<file path="src/rtl/core/meg_pkg.sv">
// meg_pkg: shared types and constants for the midpoint ellipse generator
// holds opcode codes, term widths, controller states, datapath operations
// no dependencies; compile first
package meg_pkg;

    // decision and step terms wrap at this width
    localparam int TERM_BITS = 40;
    // products are kept two bits wider so a quarter-unit value can be floored
    localparam int PROD_BITS = TERM_BITS + 2;

    // input opcodes
    localparam logic OP_START   = 1'b0;
    localparam logic OP_ADVANCE = 1'b1;

    // controller states; the first three are the idle regions
    typedef enum logic [3:0] {
        ST_DONE,
        ST_REGION1,
        ST_REGION2,
        ST_START_KEEP,
        ST_START_MUL,
        ST_START_FIN,
        ST_SWITCH_SQ,
        ST_SWITCH_MUL,
        ST_SWITCH_LOAD,
        ST_SWITCH_STEP
    } ctrl_state_t;

    // datapath operations issued by the controller
    typedef enum logic [3:0] {
        DP_HOLD,
        DP_LOAD,
        DP_KEEP_SQ,
        DP_INIT_MUL,
        DP_INIT_FIN,
        DP_SW_SQ,
        DP_SW_MUL,
        DP_SW_LOAD,
        DP_STEP1,
        DP_STEP2
    } dp_op_t;

    // datapath status back to the controller
    typedef struct packed {
        logic term_less;   // x_term below y_term, region 1 continues
        logic last_point;  // offset_y is zero after the current operation
    } dp_status_t;

    // result register control from the controller
    typedef struct packed {
        logic emit;
        logic points_valid;
        logic done;
    } emit_ctl_t;

endpackage

</file>
<file path="src/rtl/core/meg_if.sv">
// meg_if: valid/ready channel interfaces for the ellipse generator
// meg_item_if carries start/advance items, meg_result_if carries point sets
// no package dependency; widths come from interface parameters
interface meg_item_if #(
    parameter int COORD_BITS  = 12,
    parameter int RADIUS_BITS = 11
);
    logic                   valid;
    logic                   ready;
    logic                   opcode;
    logic [COORD_BITS-1:0]  center_x;
    logic [COORD_BITS-1:0]  center_y;
    logic [RADIUS_BITS-1:0] radius_x;
    logic [RADIUS_BITS-1:0] radius_y;

    modport source (output valid, opcode, center_x, center_y, radius_x, radius_y,
                    input ready);
    modport sink (input valid, opcode, center_x, center_y, radius_x, radius_y,
                  output ready);
endinterface

interface meg_result_if #(
    parameter int COORD_BITS = 12
);
    logic                         valid;
    logic                         ready;
    logic signed [COORD_BITS+1:0] east_south_x;
    logic signed [COORD_BITS+1:0] east_south_y;
    logic signed [COORD_BITS+1:0] west_south_x;
    logic signed [COORD_BITS+1:0] west_south_y;
    logic signed [COORD_BITS+1:0] east_north_x;
    logic signed [COORD_BITS+1:0] east_north_y;
    logic signed [COORD_BITS+1:0] west_north_x;
    logic signed [COORD_BITS+1:0] west_north_y;
    logic                         points_valid;
    logic                         done_res;

    modport source (output valid, east_south_x, east_south_y, west_south_x, west_south_y,
                    east_north_x, east_north_y, west_north_x, west_north_y,
                    points_valid, done_res,
                    input ready);
    modport sink (input valid, east_south_x, east_south_y, west_south_x, west_south_y,
                  east_north_x, east_north_y, west_north_x, west_north_y,
                  points_valid, done_res,
                  output ready);
endinterface

</file>
<file path="src/rtl/core/meg_ctrl.sv">
// meg_ctrl: region state machine of the ellipse generator
// sequences start setup, region switch and the region-1 and region-2 steps
// depends on meg_pkg
module meg_ctrl (
    input  logic                 clk,
    input  logic                 rst_n,
    input  logic                 in_fire,
    input  logic                 in_opcode,
    input  meg_pkg::dp_status_t  status,
    output logic                 idle,
    output meg_pkg::dp_op_t      op,
    output meg_pkg::emit_ctl_t   emit_ctl
);

    meg_pkg::ctrl_state_t state_reg;
    meg_pkg::ctrl_state_t state_next;

    // state register
    always_ff @(posedge clk or negedge rst_n)
    begin
        if (!rst_n)
        begin
            state_reg <= meg_pkg::ST_DONE;
        end
        else
        begin
            state_reg <= state_next;
        end
    end

    // next state
    always_comb
    begin
        state_next = state_reg;
        case (state_reg)
            meg_pkg::ST_DONE, meg_pkg::ST_REGION1, meg_pkg::ST_REGION2:
            begin
                if (in_fire)
                begin
                    if (in_opcode == meg_pkg::OP_START)
                    begin
                        state_next = meg_pkg::ST_START_KEEP;
                    end
                    else if (state_reg == meg_pkg::ST_REGION1)
                    begin
                        if (status.term_less)
                        begin
                            state_next = status.last_point ? meg_pkg::ST_DONE
                                                           : meg_pkg::ST_REGION1;
                        end
                        else
                        begin
                            state_next = meg_pkg::ST_SWITCH_SQ;
                        end
                    end
                    else if (state_reg == meg_pkg::ST_REGION2)
                    begin
                        state_next = status.last_point ? meg_pkg::ST_DONE
                                                       : meg_pkg::ST_REGION2;
                    end
                    else
                    begin
                        state_next = meg_pkg::ST_DONE;
                    end
                end
            end
            meg_pkg::ST_START_KEEP:  state_next = meg_pkg::ST_START_MUL;
            meg_pkg::ST_START_MUL:   state_next = meg_pkg::ST_START_FIN;
            meg_pkg::ST_START_FIN:
            begin
                state_next = status.last_point ? meg_pkg::ST_DONE : meg_pkg::ST_REGION1;
            end
            meg_pkg::ST_SWITCH_SQ:   state_next = meg_pkg::ST_SWITCH_MUL;
            meg_pkg::ST_SWITCH_MUL:  state_next = meg_pkg::ST_SWITCH_LOAD;
            meg_pkg::ST_SWITCH_LOAD: state_next = meg_pkg::ST_SWITCH_STEP;
            meg_pkg::ST_SWITCH_STEP:
            begin
                state_next = status.last_point ? meg_pkg::ST_DONE : meg_pkg::ST_REGION2;
            end
            default: state_next = meg_pkg::ST_DONE;
        endcase
    end

    // datapath operation and result control
    always_comb
    begin
        idle     = 1'b0;
        op       = meg_pkg::DP_HOLD;
        emit_ctl = '0;
        case (state_reg)
            meg_pkg::ST_DONE, meg_pkg::ST_REGION1, meg_pkg::ST_REGION2:
            begin
                idle = 1'b1;
                if (in_fire)
                begin
                    if (in_opcode == meg_pkg::OP_START)
                    begin
                        op = meg_pkg::DP_LOAD;
                    end
                    else if (state_reg == meg_pkg::ST_REGION1)
                    begin
                        if (status.term_less)
                        begin
                            op                    = meg_pkg::DP_STEP1;
                            emit_ctl.emit         = 1'b1;
                            emit_ctl.points_valid = 1'b1;
                            emit_ctl.done         = status.last_point;
                        end
                    end
                    else if (state_reg == meg_pkg::ST_REGION2)
                    begin
                        op                    = meg_pkg::DP_STEP2;
                        emit_ctl.emit         = 1'b1;
                        emit_ctl.points_valid = 1'b1;
                        emit_ctl.done         = status.last_point;
                    end
                    else
                    begin
                        // advance with nothing left to draw
                        emit_ctl.emit = 1'b1;
                        emit_ctl.done = 1'b1;
                    end
                end
            end
            meg_pkg::ST_START_KEEP:  op = meg_pkg::DP_KEEP_SQ;
            meg_pkg::ST_START_MUL:   op = meg_pkg::DP_INIT_MUL;
            meg_pkg::ST_START_FIN:
            begin
                op                    = meg_pkg::DP_INIT_FIN;
                emit_ctl.emit         = 1'b1;
                emit_ctl.points_valid = 1'b1;
                emit_ctl.done         = status.last_point;
            end
            meg_pkg::ST_SWITCH_SQ:   op = meg_pkg::DP_SW_SQ;
            meg_pkg::ST_SWITCH_MUL:  op = meg_pkg::DP_SW_MUL;
            meg_pkg::ST_SWITCH_LOAD: op = meg_pkg::DP_SW_LOAD;
            meg_pkg::ST_SWITCH_STEP:
            begin
                op                    = meg_pkg::DP_STEP2;
                emit_ctl.emit         = 1'b1;
                emit_ctl.points_valid = 1'b1;
                emit_ctl.done         = status.last_point;
            end
            default:
            begin
                op = meg_pkg::DP_HOLD;
            end
        endcase
    end

endmodule

</file>
<file path="src/rtl/core/meg_datapath.sv">
// meg_datapath: offsets, step terms, decision value and two shared multipliers
// computes the four mirrored points from the next offsets
// depends on meg_pkg
module meg_datapath #(
    parameter int COORD_BITS  = 12,
    parameter int RADIUS_BITS = 11
) (
    input  logic                         clk,
    input  meg_pkg::dp_op_t              op,
    input  logic [COORD_BITS-1:0]        center_x,
    input  logic [COORD_BITS-1:0]        center_y,
    input  logic [RADIUS_BITS-1:0]       radius_x,
    input  logic [RADIUS_BITS-1:0]       radius_y,
    output meg_pkg::dp_status_t          status,
    output logic signed [COORD_BITS+1:0] east_x,
    output logic signed [COORD_BITS+1:0] west_x,
    output logic signed [COORD_BITS+1:0] south_y,
    output logic signed [COORD_BITS+1:0] north_y
);

    localparam int TB      = meg_pkg::TERM_BITS;
    localparam int PB      = meg_pkg::PROD_BITS;
    localparam int OUT_B   = COORD_BITS + 2;
    localparam int SQ_BITS = 2 * RADIUS_BITS;
    localparam int TX_SQ   = 2 * COORD_BITS + 2;
    localparam int MA_A    = (SQ_BITS > TX_SQ) ? SQ_BITS : TX_SQ;
    localparam int MIN_MA  = (meg_pkg::PROD_BITS + 1) / 2;
    localparam int MA_BITS = (MA_A > MIN_MA) ? MA_A : MIN_MA;

    logic [COORD_BITS-1:0]  cx_reg, cx_next;
    logic [COORD_BITS-1:0]  cy_reg, cy_next;
    logic [RADIUS_BITS-1:0] ry_reg, ry_next;
    logic [SQ_BITS-1:0]     rx_sq_reg, rx_sq_next;
    logic [SQ_BITS-1:0]     ry_sq_reg, ry_sq_next;
    logic [COORD_BITS-1:0]  ox_reg, ox_next;
    logic [COORD_BITS-1:0]  oy_reg, oy_next;
    logic [TB-1:0]          x_term_reg, x_term_next;
    logic [TB-1:0]          y_term_reg, y_term_next;
    logic [TB-1:0]          dec_reg, dec_next;
    logic [PB-1:0]          prod0_reg, prod0_next;
    logic [PB-1:0]          prod1_reg, prod1_next;

    logic [MA_BITS-1:0]       m0a, m0b;
    logic [2*MA_BITS-1:0]     m0_full;
    logic signed [MA_BITS:0]  m1a, m1b;
    logic signed [2*MA_BITS+1:0] m1_full;
    logic signed [MA_BITS:0]  sq_diff;

    logic [TB-1:0]          two_rx_sq, two_ry_sq, x_inc, y_dec;
    logic [TB-1:0]          rx_sq_t, ry_sq_t;
    logic                   dec_neg, dec_pos;
    logic [COORD_BITS:0]    tx;
    logic [COORD_BITS-1:0]  ym;
    logic [PB-1:0]          quarter_sum;

    // shared step terms
    assign rx_sq_t   = TB'(rx_sq_reg);
    assign ry_sq_t   = TB'(ry_sq_reg);
    assign two_rx_sq = TB'({rx_sq_reg, 1'b0});
    assign two_ry_sq = TB'({ry_sq_reg, 1'b0});
    assign x_inc     = x_term_reg + two_ry_sq;
    assign y_dec     = y_term_reg - two_rx_sq;
    assign dec_neg   = dec_reg[TB-1];
    assign dec_pos   = !dec_neg && (dec_reg != '0);
    assign tx        = {ox_reg, 1'b1};
    assign ym        = oy_reg - COORD_BITS'(1);
    assign sq_diff   = $signed({1'b0, prod1_reg[MA_BITS-1:0]})
                     - $signed({1'b0, MA_BITS'(ry_sq_reg)});
    // region 2 value in quarter units; its floor is the rounded decision
    assign quarter_sum = prod0_reg + {prod1_reg[TB-1:0], 2'b00};

    // multiplier operand selection
    always_comb
    begin
        m0a = '0;
        m0b = '0;
        m1a = '0;
        m1b = '0;
        case (op)
            meg_pkg::DP_LOAD:
            begin
                m0a = MA_BITS'(radius_x);
                m0b = MA_BITS'(radius_x);
                m1a = $signed({1'b0, MA_BITS'(radius_y)});
                m1b = $signed({1'b0, MA_BITS'(radius_y)});
            end
            meg_pkg::DP_INIT_MUL:
            begin
                m0a = MA_BITS'(rx_sq_reg);
                m0b = MA_BITS'(ry_reg);
                m1a = $signed({1'b0, MA_BITS'(rx_sq_reg)});
                m1b = $signed({1'b0, MA_BITS'(oy_reg)});
            end
            meg_pkg::DP_SW_SQ:
            begin
                m0a = MA_BITS'(tx);
                m0b = MA_BITS'(tx);
                m1a = $signed({1'b0, MA_BITS'(ym)});
                m1b = $signed({1'b0, MA_BITS'(ym)});
            end
            meg_pkg::DP_SW_MUL:
            begin
                m0a = MA_BITS'(ry_sq_reg);
                m0b = prod0_reg[MA_BITS-1:0];
                m1a = $signed({1'b0, MA_BITS'(rx_sq_reg)});
                m1b = sq_diff;
            end
            default:
            begin
                m0a = '0;
            end
        endcase
    end

    assign m0_full = m0a * m0b;
    assign m1_full = m1a * m1b;

    // next register values
    always_comb
    begin
        cx_next     = cx_reg;
        cy_next     = cy_reg;
        ry_next     = ry_reg;
        rx_sq_next  = rx_sq_reg;
        ry_sq_next  = ry_sq_reg;
        ox_next     = ox_reg;
        oy_next     = oy_reg;
        x_term_next = x_term_reg;
        y_term_next = y_term_reg;
        dec_next    = dec_reg;
        prod0_next  = prod0_reg;
        prod1_next  = prod1_reg;
        case (op)
            meg_pkg::DP_LOAD:
            begin
                cx_next     = center_x;
                cy_next     = center_y;
                ry_next     = radius_y;
                ox_next     = '0;
                oy_next     = COORD_BITS'(radius_y);
                x_term_next = '0;
                prod0_next  = m0_full[PB-1:0];
                prod1_next  = m1_full[PB-1:0];
            end
            meg_pkg::DP_KEEP_SQ:
            begin
                rx_sq_next = prod0_reg[SQ_BITS-1:0];
                ry_sq_next = prod1_reg[SQ_BITS-1:0];
            end
            meg_pkg::DP_INIT_MUL, meg_pkg::DP_SW_SQ, meg_pkg::DP_SW_MUL:
            begin
                prod0_next = m0_full[PB-1:0];
                prod1_next = m1_full[PB-1:0];
            end
            meg_pkg::DP_INIT_FIN:
            begin
                // ry^2 - rx^2*ry + rx^2/4, with rx^2/4 truncated by the right shift
                dec_next    = ry_sq_t - prod0_reg[TB-1:0] + TB'(rx_sq_reg >> 2);
                y_term_next = {prod1_reg[TB-2:0], 1'b0};
            end
            meg_pkg::DP_SW_LOAD:
            begin
                dec_next = quarter_sum[PB-1:2];
            end
            meg_pkg::DP_STEP1:
            begin
                ox_next     = ox_reg + COORD_BITS'(1);
                x_term_next = x_inc;
                if (dec_neg)
                begin
                    dec_next = dec_reg + ry_sq_t + x_inc;
                end
                else
                begin
                    oy_next     = oy_reg - COORD_BITS'(1);
                    y_term_next = y_dec;
                    dec_next    = dec_reg + ry_sq_t + x_inc - y_dec;
                end
            end
            meg_pkg::DP_STEP2:
            begin
                oy_next     = oy_reg - COORD_BITS'(1);
                y_term_next = y_dec;
                if (dec_pos)
                begin
                    dec_next = dec_reg + rx_sq_t - y_dec;
                end
                else
                begin
                    ox_next     = ox_reg + COORD_BITS'(1);
                    x_term_next = x_inc;
                    dec_next    = dec_reg + rx_sq_t - y_dec + x_inc;
                end
            end
            default:
            begin
                dec_next = dec_reg;
            end
        endcase
    end

    // working registers, all reloaded by a start
    always_ff @(posedge clk)
    begin
        cx_reg     <= cx_next;
        cy_reg     <= cy_next;
        ry_reg     <= ry_next;
        rx_sq_reg  <= rx_sq_next;
        ry_sq_reg  <= ry_sq_next;
        ox_reg     <= ox_next;
        oy_reg     <= oy_next;
        x_term_reg <= x_term_next;
        y_term_reg <= y_term_next;
        dec_reg    <= dec_next;
        prod0_reg  <= prod0_next;
        prod1_reg  <= prod1_next;
    end

    // status for the controller
    assign status.term_less  = x_term_reg < y_term_reg;
    assign status.last_point = (oy_next == '0);

    // mirrored points of the next offsets
    assign east_x  = $signed(OUT_B'(cx_next) + OUT_B'(ox_next));
    assign west_x  = $signed(OUT_B'(cx_next) - OUT_B'(ox_next));
    assign south_y = $signed(OUT_B'(cy_next) + OUT_B'(oy_next));
    assign north_y = $signed(OUT_B'(cy_next) - OUT_B'(oy_next));

endmodule

</file>
<file path="src/rtl/core/midpoint_ellipse_generator.sv">
// Midpoint ellipse generator: a start item loads center and radii and, after its setup
// states, returns the mirrored points of (0, radius_y); each advance item then takes one
// region-1 or region-2 step and returns four points in the cycle after it is accepted, so
// steps run at one item per cycle while results are taken. Leaving region 1 runs the switch
// states square, multiply, load and step, as the region-2 decision value goes through the
// two shared multipliers in two registered passes before the step. A result with done_res
// set ends the ellipse; advancing after that returns points_valid low and zero coordinates.
// A new item is taken only in an idle state, when the result register is empty or being
// read in the same cycle. Depends on meg_pkg, meg_if, meg_ctrl and meg_datapath.
module midpoint_ellipse_generator #(
    parameter int COORD_BITS  = 12,
    parameter int RADIUS_BITS = 11
) (
    input  logic        clk,
    input  logic        rst_n,
    meg_item_if.sink    item,
    meg_result_if.source result
);

    localparam int OUT_B = COORD_BITS + 2;

    logic                 in_ready;
    logic                 in_fire;
    logic                 idle;
    meg_pkg::dp_op_t      op;
    meg_pkg::emit_ctl_t   emit_ctl;
    meg_pkg::dp_status_t  status;

    logic signed [OUT_B-1:0] east_x, west_x, south_y, north_y;

    logic                    out_valid_reg, out_valid_next;
    logic                    points_valid_reg;
    logic                    done_reg;
    logic signed [OUT_B-1:0] east_x_reg, west_x_reg, south_y_reg, north_y_reg;

    // input transfer
    assign in_ready   = idle && (!out_valid_reg || result.ready);
    assign in_fire    = item.valid && in_ready;
    assign item.ready = in_ready;

    meg_ctrl u_ctrl (
        .clk      (clk),
        .rst_n    (rst_n),
        .in_fire  (in_fire),
        .in_opcode(item.opcode),
        .status   (status),
        .idle     (idle),
        .op       (op),
        .emit_ctl (emit_ctl)
    );

    meg_datapath #(
        .COORD_BITS (COORD_BITS),
        .RADIUS_BITS(RADIUS_BITS)
    ) u_datapath (
        .clk     (clk),
        .op      (op),
        .center_x(item.center_x),
        .center_y(item.center_y),
        .radius_x(item.radius_x),
        .radius_y(item.radius_y),
        .status  (status),
        .east_x  (east_x),
        .west_x  (west_x),
        .south_y (south_y),
        .north_y (north_y)
    );

    // result register valid
    assign out_valid_next = emit_ctl.emit || (out_valid_reg && !result.ready);

    always_ff @(posedge clk or negedge rst_n)
    begin
        if (!rst_n)
        begin
            out_valid_reg <= 1'b0;
        end
        else
        begin
            out_valid_reg <= out_valid_next;
        end
    end

    // result register payload
    always_ff @(posedge clk)
    begin
        if (emit_ctl.emit)
        begin
            points_valid_reg <= emit_ctl.points_valid;
            done_reg         <= emit_ctl.done;
            east_x_reg       <= emit_ctl.points_valid ? east_x : '0;
            west_x_reg       <= emit_ctl.points_valid ? west_x : '0;
            south_y_reg      <= emit_ctl.points_valid ? south_y : '0;
            north_y_reg      <= emit_ctl.points_valid ? north_y : '0;
        end
    end

    assign result.valid        = out_valid_reg;
    assign result.east_south_x = east_x_reg;
    assign result.east_south_y = south_y_reg;
    assign result.west_south_x = west_x_reg;
    assign result.west_south_y = south_y_reg;
    assign result.east_north_x = east_x_reg;
    assign result.east_north_y = north_y_reg;
    assign result.west_north_x = west_x_reg;
    assign result.west_north_y = north_y_reg;
    assign result.points_valid = points_valid_reg;
    assign result.done_res     = done_reg;

    // a new result never overwrites one that is still waiting
    assert property (@(posedge clk) disable iff (!rst_n)
        emit_ctl.emit |-> (!out_valid_reg || result.ready))
        else $error("result register overwritten while full");

    // a start needs setup cycles before its first points
    assert property (@(posedge clk) disable iff (!rst_n)
        (in_fire && item.opcode == meg_pkg::OP_START) |=> !emit_ctl.emit)
        else $error("start produced a result too early");

    // a result without points only reports completion
    assert property (@(posedge clk) disable iff (!rst_n)
        (result.valid && !result.points_valid) |-> result.done_res)
        else $error("empty result without done");

    // a result without points carries zero coordinates
    assert property (@(posedge clk) disable iff (!rst_n)
        (result.valid && !result.points_valid) |->
            (result.east_south_x == '0 && result.east_south_y == '0
             && result.west_north_x == '0 && result.west_north_y == '0))
        else $error("empty result with nonzero coordinates");

endmodule
</file>
<file path="src/flat_wrapper.sv">
// flat-port wrapper written by rule: the top's interface ports become plain ports
module midpoint_ellipse_generator_flat 
#(
    parameter int COORD_BITS  = 12,
    parameter int RADIUS_BITS = 11
)
  (clk, rst_n, item_valid, item_opcode, item_center_x, item_center_y, item_radius_x, item_radius_y, item_ready, result_valid, result_east_south_x, result_east_south_y, result_west_south_x, result_west_south_y, result_east_north_x, result_east_north_y, result_west_north_x, result_west_north_y, result_points_valid, result_done_res, result_ready);
  meg_item_if #(.COORD_BITS(COORD_BITS), .RADIUS_BITS(RADIUS_BITS)) item_i ();
  meg_result_if #(.COORD_BITS(COORD_BITS)) result_i ();
  input  logic clk;
  input  logic rst_n;
  input wire logic [$bits(item_i.valid)-1:0] item_valid;
  input wire logic [$bits(item_i.opcode)-1:0] item_opcode;
  input wire logic [$bits(item_i.center_x)-1:0] item_center_x;
  input wire logic [$bits(item_i.center_y)-1:0] item_center_y;
  input wire logic [$bits(item_i.radius_x)-1:0] item_radius_x;
  input wire logic [$bits(item_i.radius_y)-1:0] item_radius_y;
  output wire logic [$bits(item_i.ready)-1:0] item_ready;
  output wire logic [$bits(result_i.valid)-1:0] result_valid;
  output wire logic [$bits(result_i.east_south_x)-1:0] result_east_south_x;
  output wire logic [$bits(result_i.east_south_y)-1:0] result_east_south_y;
  output wire logic [$bits(result_i.west_south_x)-1:0] result_west_south_x;
  output wire logic [$bits(result_i.west_south_y)-1:0] result_west_south_y;
  output wire logic [$bits(result_i.east_north_x)-1:0] result_east_north_x;
  output wire logic [$bits(result_i.east_north_y)-1:0] result_east_north_y;
  output wire logic [$bits(result_i.west_north_x)-1:0] result_west_north_x;
  output wire logic [$bits(result_i.west_north_y)-1:0] result_west_north_y;
  output wire logic [$bits(result_i.points_valid)-1:0] result_points_valid;
  output wire logic [$bits(result_i.done_res)-1:0] result_done_res;
  input wire logic [$bits(result_i.ready)-1:0] result_ready;
  assign item_i.valid = item_valid;
  assign item_i.opcode = item_opcode;
  assign item_i.center_x = item_center_x;
  assign item_i.center_y = item_center_y;
  assign item_i.radius_x = item_radius_x;
  assign item_i.radius_y = item_radius_y;
  assign item_ready = item_i.ready;
  assign result_valid = result_i.valid;
  assign result_east_south_x = result_i.east_south_x;
  assign result_east_south_y = result_i.east_south_y;
  assign result_west_south_x = result_i.west_south_x;
  assign result_west_south_y = result_i.west_south_y;
  assign result_east_north_x = result_i.east_north_x;
  assign result_east_north_y = result_i.east_north_y;
  assign result_west_north_x = result_i.west_north_x;
  assign result_west_north_y = result_i.west_north_y;
  assign result_points_valid = result_i.points_valid;
  assign result_done_res = result_i.done_res;
  assign result_i.ready = result_ready;
  midpoint_ellipse_generator #(.COORD_BITS(COORD_BITS), .RADIUS_BITS(RADIUS_BITS)) u_core (.clk(clk), .rst_n(rst_n), .item(item_i), .result(result_i));
endmodule
</file>
<file path="config.mk">
export PLATFORM = sky130hd
export DESIGN_NAME = midpoint_ellipse_generator_flat
export DESIGN_NICKNAME = d
export VERILOG_FILES = /design/src/rtl/core/meg_pkg.sv /design/src/rtl/core/meg_if.sv /design/src/rtl/core/meg_ctrl.sv /design/src/rtl/core/meg_datapath.sv /design/src/rtl/core/midpoint_ellipse_generator.sv /design/src/flat_wrapper.sv
export SDC_FILE = /design/constraint.sdc
export NUM_CORES = 2
export LEC_CHECK = 0
export ABC_AREA = 1
export CAP_MARGIN = 10
export CORE_ASPECT_RATIO = 0.9
export CORE_MARGIN = 3
export CORE_UTILIZATION = 38
export CTS_CLUSTER_DIAMETER = 30
export DETAILED_ROUTE_END_ITERATION = 10
export DONT_BUFFER_PORTS = 1
export PLACE_DENSITY = 0.62
export SLEW_MARGIN = 20
export SYNTH_ARGS = -nofsm -noshare
export SYNTH_HDL_FRONTEND = slang
export SYNTH_SLANG_ARGS = --single-unit
</file>
<file path="constraint.sdc">
create_clock -name clk -period 14.55 [get_ports clk]
set_input_delay 1.455 -clock clk [delete_from_list [all_inputs] [get_ports clk]]
set_output_delay 1.455 -clock clk [all_outputs]
set_load 0.02 [all_outputs]
</file>
---- Word-level counts from Yosys, hierarchy flattened ----
Cells that the tools add are included.
W data, S select, Z words.
storage, ports and cells
  bits in registers ....................... 368
  bits in latches ......................... 0
  bits in writable memories ............... 0
  bits in read-only memories .............. 0
  memories ................................ 0
operators by class
  add/subtract/negate cells ............... 18
  $mul .................................... 2
  div/mod/pow operators ................... 0
  magnitude comparators ................... 1
  equality and inequality tests ........... 21
  shifts and indexed selects .............. 0
  muxes and demuxes ....................... 39
  bitwise operators ....................... 0
  reduce and logical (&&, ||, !) cells .... 21
operator list
  kind                  count
  $pmux W40 S3          2
  $mux W40              4
  $pmux W40 S4          1
  $pmux W27 S4          1
  $pmux W26 S4          1
  $pmux W22 S4          1
  $add A40 B22 Y40      2
  $add A40 B40 Y40      2
  $sub A40 B40 Y40      2
  $pmux W12 S3          2
  $pmux W22 S3          1
  $pmux W4 S8           2
  $mux W12              4
  $add A42 B42 Y42      1
  $mul A26 B26 Y42      1
  $add A40 B20 Y40      1
  $add A40 B23 Y40      1
  $lt A40 B40 Y1        1
  $mul A23 B27 Y40      1
  $reduce_bool A40 Y1   1
  $sub A22 B40 Y40      1
  $sub A40 B23 Y40      1
  $eq A4 B3 Y1 const B  8
  $mux W4               8
  25 further kinds      52

---- Longest topological paths before layout ----
  word-level depth ........................ 16
  depth in mapped cells ................... 53
  gate-level depth less buffers ........... 51

---- Modules after synthesis ----
From an unflattened synthesis, not the netlist that was laid out.
unflattened totals
  cell total of the unflattened synthesis .. 9,718
  area total of the unflattened synthesis .. 74,048.5 sq um
by module, submodules not included
  module                      times used  cells each  area each (sq um)  seq. area each (sq um)
  meg_datapath                1           9,404       70,903.0           8,618.3
  midpoint_ellipse_generator  1           241         2,695.1            1,766.7
  meg_ctrl                    1           73          450.4              100.1

---- Worst setup path after synthesis ----
Ideal clock, no wire load.
  kind .................................... register -> register
  start point ............................. register u_core.u_ctrl.state_reg[2]
  end point ............................... register u_core.u_datapath.prod0_reg[38], data pin
  setup time .............................. 0.259 ns
  arrival time ............................ 9.538 ns
  slack ................................... 4.753 ns
  stages on the path, launching flop included .. 37
  buffers on the path ..................... 3
  cell sequence ........................... dfrtp_1 > nor2_2 > inv_1 > nor2_1 > nor3_2 > nand2_4 > nor2_2 > buf_2 > buf_4 > a22oi_1 > o221ai_1 > buf_2 > nand2_1 > fa_1 > fa_1 > fa_1 > inv_1 > fa_1 > inv_1 > fa_1 > inv_1 > fa_1 > fa_1 > ha_1 > nand2_1 > nor2_1 > inv_1 > nor2_1 > nor2_1 > o21ai_0 > a21oi_1 > o31ai_1 > a21boi_0 > o21ai_0 > nand3_1 > nand2_1 > xor2_1
between the ends
  longest elaborated chain between the ends .. 10
  elaborated cells between the ends (all ways) .. 26
  classes of those cells .................. mul (1); eq/ne (13); mux (8); reduce/logical (4)
RTL lines
  item                                          RTL line                          RTL
  from (decl)                                   meg_ctrl.sv:15                    meg_pkg::ctrl_state_t state_reg;
  from (signal assigned)                        meg_ctrl.sv:23                    state_reg <= meg_pkg::ST_DONE;
  from (signal assigned)                        meg_ctrl.sv:27                    state_reg <= state_next;
  $eq A4 B1 Y1 (tied with other cells)          meg_ctrl.sv:90, meg_ctrl.sv:100
  $reduce_or A3 Y1                              meg_ctrl.sv:90                    case (state_reg)
  $mux W1                                       meg_ctrl.sv:90
  $logic_and A1 B1 Y1                           midpoint_ellipse_generator.sv:37  assign in_ready = idle && (!out_valid_reg || result.ready);
  $logic_and A1 B1 Y1                           midpoint_ellipse_generator.sv:38  assign in_fire = item.valid && in_ready;
  $mux W4                                       meg_ctrl.sv:94                    if (in_fire)
  $pmux W4 S8 *                                 meg_ctrl.sv:90
  $eq A4 B3 Y1 (tied with other cells)          meg_datapath.sv:79                case (op)
  $pmux W22 S4 or $pmux W26 S4 (tied branches)  meg_datapath.sv:79
  $mul A26 B26 Y42 *                            meg_datapath.sv:115               assign m0_full = m0a * m0b;
  via u_core.u_datapath.m0_full[38]             meg_datapath.sv:44                logic [2*MA_BITS-1:0] m0_full;
  to (signal assigned)                          meg_datapath.sv:215               prod0_reg <= prod0_next;
  to (decl)                                     meg_datapath.sv:40                logic [PB-1:0] prod0_reg, prod0_next;
The timed path passes the listed nets; every way through them passes the cells marked *.
A chain may end at the register's enable or synchronous reset.

---- Worst setup path in the final report ----
  start point ............................. register u_core.u_ctrl.state_reg[2]
  end point ............................... register u_core.u_datapath.prod1_reg[39], data pin
between the ends
  longest elaborated chain between the ends .. 11
  elaborated cells between the ends (all ways) .. 27
  classes of those cells .................. mul (1); eq/ne (13); mux (8); reduce/logical (5)
RTL lines
  item                                          RTL line                          RTL
  $eq A4 B1 Y1 (tied with other cells)          meg_ctrl.sv:90, meg_ctrl.sv:100
  $reduce_or A3 Y1                              meg_ctrl.sv:90
  $mux W1                                       meg_ctrl.sv:90
  $logic_and A1 B1 Y1                           midpoint_ellipse_generator.sv:37
  $logic_and A1 B1 Y1                           midpoint_ellipse_generator.sv:38
  $mux W4                                       meg_ctrl.sv:94
  $pmux W4 S8 *                                 meg_ctrl.sv:90
  $eq A4 B2 Y1 or $eq A4 B3 Y1 (tied branches)  meg_datapath.sv:79
  $reduce_or A2 Y1 (no source line)             -
  $pmux W22 S3                                  meg_datapath.sv:79
  $mul A23 B27 Y40 *                            meg_datapath.sv:116               assign m1_full = m1a * m1b;
  via u_core.u_datapath.m1_full[39]             meg_datapath.sv:46                logic signed [2*MA_BITS+1:0] m1_full;
  to (signal assigned)                          meg_datapath.sv:216               prod1_reg <= prod1_next;
  to (decl)                                     meg_datapath.sv:41                logic [PB-1:0] prod1_reg, prod1_next;
Marks and branches as above.

==> results.toml <==
[routing]
antenna_left = 0
vias = 63900
drtPass1Iterations = 6
totalWireLength_um = 277000
wl_per_cell_um = 23.3
viasPerCell = 5.37
drc = 0
first_iter_violations = 6187

[global_routing]
use_met1 = 0.369
gr-usage-met3 = 0.0534
grt_pass1_vias = 64600
gr-usage-all-layers = 0.282
grt_pass1_wl_um = 413000
grt_max_degree = 61
antenna_found_initial = 7
gr-total-overflow = 0
gr-usage-met2 = 0.446
busiest_layer = "met2"

[critical_path]
slowest_stage = "fa_1"
path_class = "reg -> reg"
crit_path_frequent_cell = "fa_1"
cp.required_ns = 15.04
cp_num_buf_inv = 13
cpLargestDelayFamily = "adder cells"
cp.arrival_ns = 11.67
slowest_delay_ns = 0.73
path_max_fanout = 48
reg2reg_slack_ns = 3.37
end_kind = "flop"
critPathLaunchType = "flop"

[cts]
cts_tree = "yes"
cts_setup_buffers = 0
path_clk_slew_ns = 0.04
insertion_delay_ns = 0.75
h-tree-depth = 3
cts-resized-gates = 0
ctsLongestPathBuffers = 3
ctsHoldBuffers = 0
clock_sinks = 360
numCtsBuffers = 107
clockRootBuffer = "clkbuf_16"

[synth]
yosysWarnings = 0
synth-xor-area-share = 0.0416
synth-main-ff-cell = "edfxtp_1"
synthMuxAreaShare = 0
syn-instance-count = 9336
synth_top_family_by_area = "adder cells"
synth-adder-area-share = 0.403
yosys_register_bits = 360
synth-compound-area-share = 0.103
synth-simple-area-share = 0.177
syn_avg_cell_area_um2 = 7.74
synth_edf_count = 307
seq_area_frac_synth = 0.143
netlist-cell-type-count = 73
netlist_area_um2 = 72200
ys_async_sr_fraction = 0.0139

[sta]
worst_slew_pin_slew_ns = 1.15
period_needed_ns = 11.18
fin_setup_tns_ns = 0
slew_headroom = 0.223
final_hold_viol_count = 0
slew_violations = 0
setup_viol = 0
fmax_mhz = 89.5
rsz0062_at_grt = "no"
period_share = 0.768
worst_clock_skew_ns = 0.101

[floorplanning]
core_um2 = 189000
start_util = 0.383
rows = 151
die_h_um = 420
io_pins = 167
die_area_um2 = 195000
die_w_um = 466

[status]
status = "completed"

[cells_and_area]
stdcell_count = 11900
largest_reg_flops = 42
mostFrequentLayoutCells = "2,137 x inv_1, 1,998 x nand2_1, 1,046 x fa_1"
area_growth_pct = 8.94
final_common_cell = "inv_1"
fin_nets = 11000
drive_above_1_share = 0.0473
fin_area_um2 = 78700

[min_path]
min_path_type = "in -> async"

[placement]
hpwlAfterDp_um = 230000
gp_congestion = 1.06
port-buffer-count = 0
placed_area_um2 = 75000
numPlacedInstances = 11700

[job]
max_cap_violations = 0
[worst paths after layout]
kind	startpoint	to	cells after the start
max	u_core.u_ctrl.state_reg[2]	u_core.u_datapath.prod1_reg[39]	42
min	rst_n	u_core.u_ctrl.state_reg[2]	0
max reg2reg	u_core.u_ctrl.state_reg[2]	u_core.u_datapath.prod1_reg[39]	42
min reg2reg	u_core.u_datapath.cx_reg[2]	u_core.u_datapath.cx_reg[2]	2
max in group asynchronous	rst_n	u_core.u_ctrl.state_reg[0]	0
min in group clk	u_core.u_datapath.cx_reg[2]	u_core.u_datapath.cx_reg[2]	2
[metal layers]
layer	up-vias	part of all wire
met5	-	0.00016
met2	2961	0.44
li1	28700	-
met1	31600	0.41
met3	642	0.089
met4	6	0.062
[kinds of logic (layout without fill, tap and decap cells)]
kind of cell,Yosys count,count (layout)
AO/OA/AOI/OAI,1298,1298
buffers and inverters,2474,2503
XOR/XNOR,343,343
flip-flops,360,360
AND/OR/NAND/NOR,3163,3163
adder cells (fa/ha/maj),1697,1697
other,1,6
[final cells by class]
cell class / count / area, um2
fillers: 19400 / 110000
multi-input cells: 6505 / 52500
flip-flops and latches: 360 / 10300
inverters: 2186 / 8210
well taps: 2524 / 3160
clock buffers: 120 / 2730
clock inverters: 82 / 942
repair buffers: 115 / 863
diodes: 2 / 5.00
[per-stage QoR]
step           worst slack, ns  hold slack, ns  utilization
2_1_floorplan             4.75           0.447            -
3_3_place_gp              3.41           0.461        0.398
3_5_place_dp              3.51           0.468        0.398
4_1_cts                   3.49           0.366        0.417
5_1_grt                   2.77           0.379        0.417
6_report                  3.37           0.412        0.417
[Yosys cell counts, drive strengths merged, types with 22 or more instances]
library cell,number,area [um2]
o21ai,369,1850
nor2,725,2830
inv,2171,8150
fa,1046,20900
o211ai,30,230
buf,130,820
o221ai,26,234
nor4,26,163
edfxtp,307,9220
nor3,83,440
xnor2,109,955
a21o,29,218
nand3,205,1040
o21bai,29,218
or2,36,228
nand2,2008,7570
xor2,234,2050
a31oi,53,347
nand4,56,363
ha,651,8150
o21a,34,255
a21oi,587,2940
o2111ai,26,228
clkbuf,158,593
dfxtp,48,961
o22ai,22,151
a211oi,22,165
Power is not shown: default switching activity piles up to over one toggle a cycle in this logic, so the estimate is an artifact.
